<file path="src/rtl/secr_pkg.sv">
// Shared types and constants of the smallest enclosing rectangle hit test unit.
// No dependencies.
package secr_pkg;

	localparam int COORD_W       = 16;
	localparam int ID_W          = 16;
	localparam int SPAN_W        = 16;
	localparam int AREA_W        = 32;
	localparam int STATUS_W      = 3;
	localparam int S_TDATA_W     = 112;
	localparam int M_TDATA_W     = 16;
	localparam int MAX_RECTS_DEF = 64;

	localparam logic CMD_INSERT = 1'b0;
	localparam logic CMD_QUERY  = 1'b1;

	typedef enum logic [STATUS_W-1:0] {
		ST_INSERTED = 3'd0,
		ST_REPLACED = 3'd1,
		ST_FULL     = 3'd2,
		ST_HIT      = 3'd3,
		ST_MISS     = 3'd4
	} status_t;

	typedef enum logic [2:0] {
		S_IDLE,
		S_SPAN,
		S_MUL,
		S_LAUNCH,
		S_SCAN,
		S_RESP
	} fsm_t;

	// item held by the controller, broadcast to every cell
	typedef struct packed {
		logic                      cmd;
		logic [ID_W-1:0]           rect_id;
		logic signed [COORD_W-1:0] ax;
		logic signed [COORD_W-1:0] ay;
		logic signed [COORD_W-1:0] bx;
		logic signed [COORD_W-1:0] by;
		logic signed [COORD_W-1:0] px;
		logic signed [COORD_W-1:0] py;
		logic [AREA_W-1:0]         area;
	} item_t;

	typedef struct packed {
		logic signed [COORD_W-1:0] ax;
		logic signed [COORD_W-1:0] ay;
		logic signed [COORD_W-1:0] bx;
		logic signed [COORD_W-1:0] by;
		logic [AREA_W-1:0]         area;
		logic [ID_W-1:0]           ident;
	} entry_t;

	// scan token walking the chain, one cell per cycle
	typedef struct packed {
		logic            active;
		logic            done;
		status_t         status;
		logic [ID_W-1:0] hit_id;
	} probe_t;

endpackage

</file>
<file path="src/rtl/secr_cell.sv">
// One table entry of the hit test chain plus its stage of the scan token.
// Depends on secr_pkg.
module secr_cell #(
	parameter int IDX_W = 6
) (
	input  logic                 clk,
	input  logic                 arst_n,
	input  logic [IDX_W-1:0]     cell_idx,
	input  logic                 occupied,
	input  secr_pkg::item_t      item,
	input  secr_pkg::probe_t     probe_in,
	input  logic [IDX_W-1:0]     pos_in,
	output secr_pkg::probe_t     probe_out,
	output logic [IDX_W-1:0]     pos_out,
	input  logic                 shift_en,
	input  logic [IDX_W-1:0]     shift_pos,
	input  secr_pkg::entry_t     left_entry,
	output secr_pkg::entry_t     entry
);

	secr_pkg::entry_t entry_q;
	secr_pkg::entry_t new_entry;
	secr_pkg::probe_t probe_q;
	secr_pkg::probe_t probe_d;
	logic [IDX_W-1:0] pos_q;
	logic [IDX_W-1:0] pos_d;
	logic             id_wr;
	logic             in_x;
	logic             in_y;

	assign new_entry = '{ax: item.ax, ay: item.ay, bx: item.bx, by: item.by,
		area: item.area, ident: item.rect_id};

	// inclusive, corners in either order
	assign in_x = (item.px >= entry_q.ax && item.px <= entry_q.bx) ||
		(item.px >= entry_q.bx && item.px <= entry_q.ax);
	assign in_y = (item.py >= entry_q.ay && item.py <= entry_q.by) ||
		(item.py >= entry_q.by && item.py <= entry_q.ay);

	always_comb begin
		probe_d = probe_in;
		pos_d   = pos_in;
		id_wr   = 1'b0;
		if (probe_in.active && !probe_in.done) begin
			if (item.cmd == secr_pkg::CMD_QUERY) begin
				if (occupied && in_x && in_y) begin
					probe_d.done   = 1'b1;
					probe_d.status = secr_pkg::ST_HIT;
					probe_d.hit_id = entry_q.ident;
				end
			end else begin
				priority if (!occupied || entry_q.area > item.area) begin
					probe_d.done   = 1'b1;
					probe_d.status = secr_pkg::ST_INSERTED;
					pos_d          = cell_idx;
				end else if (entry_q.area == item.area) begin
					probe_d.done   = 1'b1;
					probe_d.status = secr_pkg::ST_REPLACED;
					id_wr          = 1'b1;
				end else begin
					// smaller stored area: token moves on untouched
					id_wr = 1'b0;
				end
			end
		end
	end

	always_ff @(posedge clk or negedge arst_n) begin
		if (!arst_n) begin
			probe_q <= '0;
		end else begin
			probe_q <= probe_d;
		end
	end

	always_ff @(posedge clk) begin
		pos_q <= pos_d;
	end

	// insert commit: cells above the slot take their left neighbor
	always_ff @(posedge clk) begin
		if (shift_en && cell_idx > shift_pos) begin
			entry_q <= left_entry;
		end else if (shift_en && cell_idx == shift_pos) begin
			entry_q <= new_entry;
		end else if (id_wr) begin
			entry_q.ident <= item.rect_id;
		end
	end

	assign probe_out = probe_q;
	assign pos_out   = pos_q;
	assign entry     = entry_q;

endmodule

</file>
<file path="config.mk">
export PLATFORM = sky130hd
export DESIGN_NAME = secr_cell
export DESIGN_NICKNAME = d
export VERILOG_FILES = /design/src/rtl/secr_pkg.sv /design/src/rtl/secr_cell.sv
export SDC_FILE = /design/constraint.sdc
export NUM_CORES = 1
export LEC_CHECK = 0
export ABC_AREA = 1
export BUFFER_PORTS_ARGS = -buffer_cell sky130_fd_sc_hd__buf_2
export CAP_MARGIN = 30
export CORE_AREA = 2 2 170 172
export DETAILED_ROUTE_END_ITERATION = 12
export DIE_AREA = 0 0 172 174
export PLACE_DENSITY = 0.57
export REMOVE_ABC_BUFFERS = 1
export SLEW_MARGIN = 10
export SYNTH_ARGS = -nofsm -noshare
export SYNTH_HDL_FRONTEND = slang
export SYNTH_SLANG_ARGS = --single-unit
</file>
<file path="constraint.sdc">
create_clock -name clk -period 6.2 [get_ports clk]
set_clock_uncertainty 0.2 [all_clocks]
set_input_delay 0.62 -clock clk [delete_from_list [all_inputs] [get_ports clk]]
set_output_delay 0.62 -clock clk [all_outputs]
set_load 0.1 [all_outputs]
</file>
# [Word-level counts from Yosys, hierarchy flattened]
# Cells that the tools add are included.
[op_classes] n_mux=17 n_reduce_logical=16 eq_ne=2 order_cmp=10
[op_table] cell="two-way mux 112 bit" count=1
[op_table] cell="two-way mux 96 bit" count=1
[op_table] cell="greater-or-equal comparator 16 bit" count=4
[op_table] cell="less-or-equal comparator 16 bit" count=4
[op_table] cell="two-way mux 16 bit" count=3
[op_table] cell="two-way mux 20 bit" count=2
[op_table] cell="equality test 32 bit" count=1
[op_table] cell="> comparator 32 bit" count=1
[op_table] cell="two-way mux 6 bit" count=3
[op_table] cell="two-way mux 4 bit" count=3
[op_table] cell="logical AND 1 bit" count=9
[op_table] cell="equality test 6 bit" count=1
[op_table] cell="> comparator 6 bit" count=1
[op_table] cell="two-way mux 1 bit" count=4
[op_table] cell="logical OR 1 bit" count=3
[op_table] cell="nonzero test 3 bit" count=1
[op_table] cell="zero test 1 bit" count=2
[op_table] cell="nonzero test 2 bit" count=1
[totals] out_inout_bits=139 reg_bits=139 in_bits=300 wordCells=56

# [Logic depth before layout (Yosys ltp)]
[depth] word_depth=8 depth_mapped=22 depth_no_buf=21

# [Worst setup path after synthesis]
# No wires, ideal clock.
[synth_path] path_kind="input -> register" startpoint="input shift_pos[5]" endpoint="register entry_q, in the netlist entry[100], enable pin" path_slack_ns=2.298 path_stages=8 required_time_ns=5.550 setup_time_ns=0.450 arrival_ns=3.253 n_path_buf=0 path_cell_list="inv_1 ha_1 nand2_1 nor2_1 o21ai_0 o211ai_1 o21ai_0 inv_1"
[synth_via] elab_chain_cells=3 elab_cells_between_ends=5 cone_classes="order compare: 1; eq/ne: 1; reduce/logical: 3"
[synth_rtl] element="from (decl)" line="secr_cell.sv:16" rtl="input logic [IDX_W-1:0] shift_pos,"
[synth_rtl] element="> comparator 6 bit or equality test 6 bit (tied branches)" line="secr_cell.sv:82, secr_cell.sv:84"
[synth_rtl] element="logical AND 1 bit (on tied branches)" line="secr_cell.sv:82, secr_cell.sv:84"
[synth_rtl] element="nonzero test 2 bit (no source line) *"
[synth_rtl] element="to (signal assigned)" line="secr_cell.sv:83" rtl="entry_q <= left_entry;"
[synth_rtl] element="to (signal assigned)" line="secr_cell.sv:85" rtl="entry_q <= new_entry;"
[synth_rtl] element="to (decl)" line="secr_cell.sv:21" rtl="secr_pkg::entry_t entry_q;"
# Mark *: on every way between the ends. The rest lies on a longest branch, timed or not.
# A chain may end at the register's enable or synchronous reset.

# [Worst setup path in the final report]
[layout_path] startpoint="input shift_pos[5]" endpoint="register entry_q, in the netlist entry[9], data pin"
[layout_via] elab_chain_cells=4 elab_cells_between_ends=6 cone_classes="order compare: 1; eq/ne: 1; mux: 2; reduce/logical: 2"
[layout_rtl] element="parallel branches: the longest is 3 deep, another holds > comparator 6 bit"
[layout_rtl] element="two-way mux 112 bit *" line="secr_cell.sv:82" rtl="if (shift_en && cell_idx > shift_pos) begin"
# Mark *: on every way between the ends.

==> out/qor.csv <==
metric,value,unit
post_drt_wl_per_cell,15.4,um
cellPowerDensity,313,mW/mm2
tritoncts,built,
synth.avg_cell_area,8.32,um2
crit_buf_inv,4,
die_w,172,um
start_util,30.3,%
dieHeight,174,um
hold_viol,0,
met3_length,2350,um
ys_types,36,
synth_top_flop_cell,edfxtp_1,
grt-ovfl-total,0,
start_kind,input port,
clkTransAtPathRegs,0.07,ns
root_buffer,clkbuf_16,
clk_path_buf_depth,2,
rows,62,
yosysTopAreaCell,edfxtp_1,
wl,28800,um
vias,8254,
fillers,3011,
core-area,0.0282,mm2
viasPerCell,4.44,
synth.yosys.seq_area_share,46.9,%
peakVddDrop,0.157,mV
cts_buffers,17,
cap_violations,0,
met2_length,14200,um
yosys.area_share.simple,24.4,%
fmax,0.287,GHz
yosysWarnings,0,
synth_area_leaders,"edfxtp_1 (39%), nand2_1 (19%), ha_1 (15%)",
setup_viol,0,
hold_class,in2reg,
tightestPinTransition,0.945,ns
r2r_slack,3.21,ns
postSynth.asyncResetShare,15.1,%
crit_chain,"buf_2, inv_1, ha_1, nand2_1, nor2_1, o21ai_0, o211ai_1, nand2_4, inv_4, buf_4, nand2_1, nand2_1",
pre_cts_slack,2.24,ns
boundaryPins,439,
wl_met1,11600,um
crit_slowest_cell,inv_4,
synthMuxAreaShare,0,%
crit_end,entry[9],
insertion_delay,0.42,ns
crit_path_start,shift_pos[5],
yosys.area_share.xor_xnor,0.103,%
p_leak,6.34,nW
drt_iter0_markers,368,
antenna_found_initial,6,
relSlewSlack,37.0,%
cts.sinks,139,
cp.depth,12,
cp_common_cell,nand2_1,
die_area,0.0299,mm2
min_period_over_period,56.3,%
path_class,in2reg,
synth_cells,1027,
status,"finished, final reports clean",
firstDrtPassIters,6,
dp_hpwl,23400,um
setup_ws,2.71,ns
syn_to_final_growth,37.5,%
netlist_area,0.00854,mm2
drv_slew,0,
grt_usage,18.6,%
path_max_fanout,82,
nets,1863,
reg2regPathDepth,7,
synth_compound_area_share,6.18,%
cts_resized,0,
slowest_delay,0.72,ns
top_layer_used,met5,
post-route-min-period,3.49,ns
yosys.area_share.adder,14.9,%
place.gp.congestion,0.871,
synth_top_area_share,39.4,%
h-tree-depth,4,
reg2reg_to,entry[9],
cp.required,6.28,ns
drcViolationCount,0,
rsz0062_at_grt,no,
grt_pass1_vias,8212,
synth-edff-count,112,
synth-seq-cells,139,
tns,0,ns
crit_family,buffers and inverters,
postRouteAntennaNets,0,
crit_arrival,3.57,ns
grt_pass1_wl,42400,um
io_buffers,438,
cp-end-kind,flip-flop,
synth_top_family_by_area,simple AND/OR/NAND/NOR gates,
layout-drive-gt1-share,33.2,%
worstReg2RegStart,entry[41],
grt_max_degree,83,
registers in the layout, indices dropped and copies added, names as in the netlist:
name       cells
pos_out        6
probe_out     21
entry        112
cells in the final DEF (no fill, tap or decap), types with 3 or more instances in the layout:
cell type	n
a21o_1	4
clkinv_4	3
a21oi_1	42
inv_1	128
clkinv_1	3
o21ai_0	40
buf_4	3
inv_2	3
inv_6	5
edfxtp_1	112
nor2_1	36
dfxtp_1	6
clkbuf_16	17
ha_1	102
o21bai_1	3
nand3_1	33
nand2_1	433
dfrtp_1	21
o21ai_1	4
nand4_1	7
diode_2	3
buf_2	438
logic make-up after synthesis:
kind of cell               after synthesis
xor gates and xnor gates                 1
buffers and inverters                  163
adders and majority gates              102
DFF                                    139
and+or+nand+nor                        523
AOI/OAI and AO/OA                       99
stage by stage:
stage               cells  instance area (um2)  utilization, %  power (mW)  hold slack [ns]
finish               1861                11700            41.6        3.67            0.144
global route         1859                11700            41.6        3.85            0.121
CTS                  1858                11700            41.6        3.71            0.126
detailed placement   1825                11100            39.4        2.65            0.293
global placement     1825                11100            39.4        2.64            0.284
floorplan            1000                 8420               -        2.30            0.124
area by class of cell:
cell class                 instances  area, um2  share of cell area, %
inverter                         136        515                   4.39
timing repair buffer             442       2220                   18.9
multi-input combinational        725       3920                   33.4
clock buffer                      19        433                   3.69
clock inverter                    13        156                   1.33
tap                              384        480                   4.09
sequential                       139       4010                   34.1
antenna                            3       7.51                 0.0639
how the worst min path moves through the flow:
stage / from / endpoint / slack (ns) / cells past startpoint
6_report: probe_in[20] / probe_out[20] / 0.14 / 1
5_1_grt: probe_in[20] / probe_out[20] / 0.12 / 1
4_1_cts: probe_in[20] / probe_out[20] / 0.13 / 1
3_5_place_dp: entry[6] / probe_out[6] / 0.29 / 2
3_3_place_gp: entry[15] / probe_out[15] / 0.28 / 2
2_1_floorplan: arst_n / probe_out[0] / 0.12 / 0
per-layer routing:
layer / vias to the layer above / track usage, %
met5: - / 0
met4: 8 / 5.46
met3: 41 / 5.26
met2: 319 / 33.6
met1: 3705 / 21.3
li1: 4181 / -
power by group:
| group | internal [mW] | switching (mW) |
|---|---|---|
| clock network | 0.605 | 0.448 |
| registers | 1.14 | 0.0629 |
| logic | 0.292 | 1.12 |
| total | 2.04 | 1.63 |
cells in the mapped netlist, types with 2 or more instances:
master / instances
nand2_2: 2
nand4_1: 7
buf_2: 10
a21oi_1: 42
nand2_1: 434
clkbuf_1: 15
o21ai_1: 4
a21o_1: 4
nor3_1: 2
nand3_1: 33
dfrtp_1: 21
clkinv_1: 3
o21ai_0: 40
ha_1: 102
nor2_1: 36
o21bai_1: 3
inv_1: 129
edfxtp_1: 112
dfxtp_1: 6
inv_2: 4
nor2_4: 2
nor3_2: 2
what timing repair did:
action                    4_1_cts  5_1_grt
buffers inserted                0        0
hold buffers                    1        0
hold endpoints to repair       12        0
No activity file was read; power rests on OpenSTA's default activity.
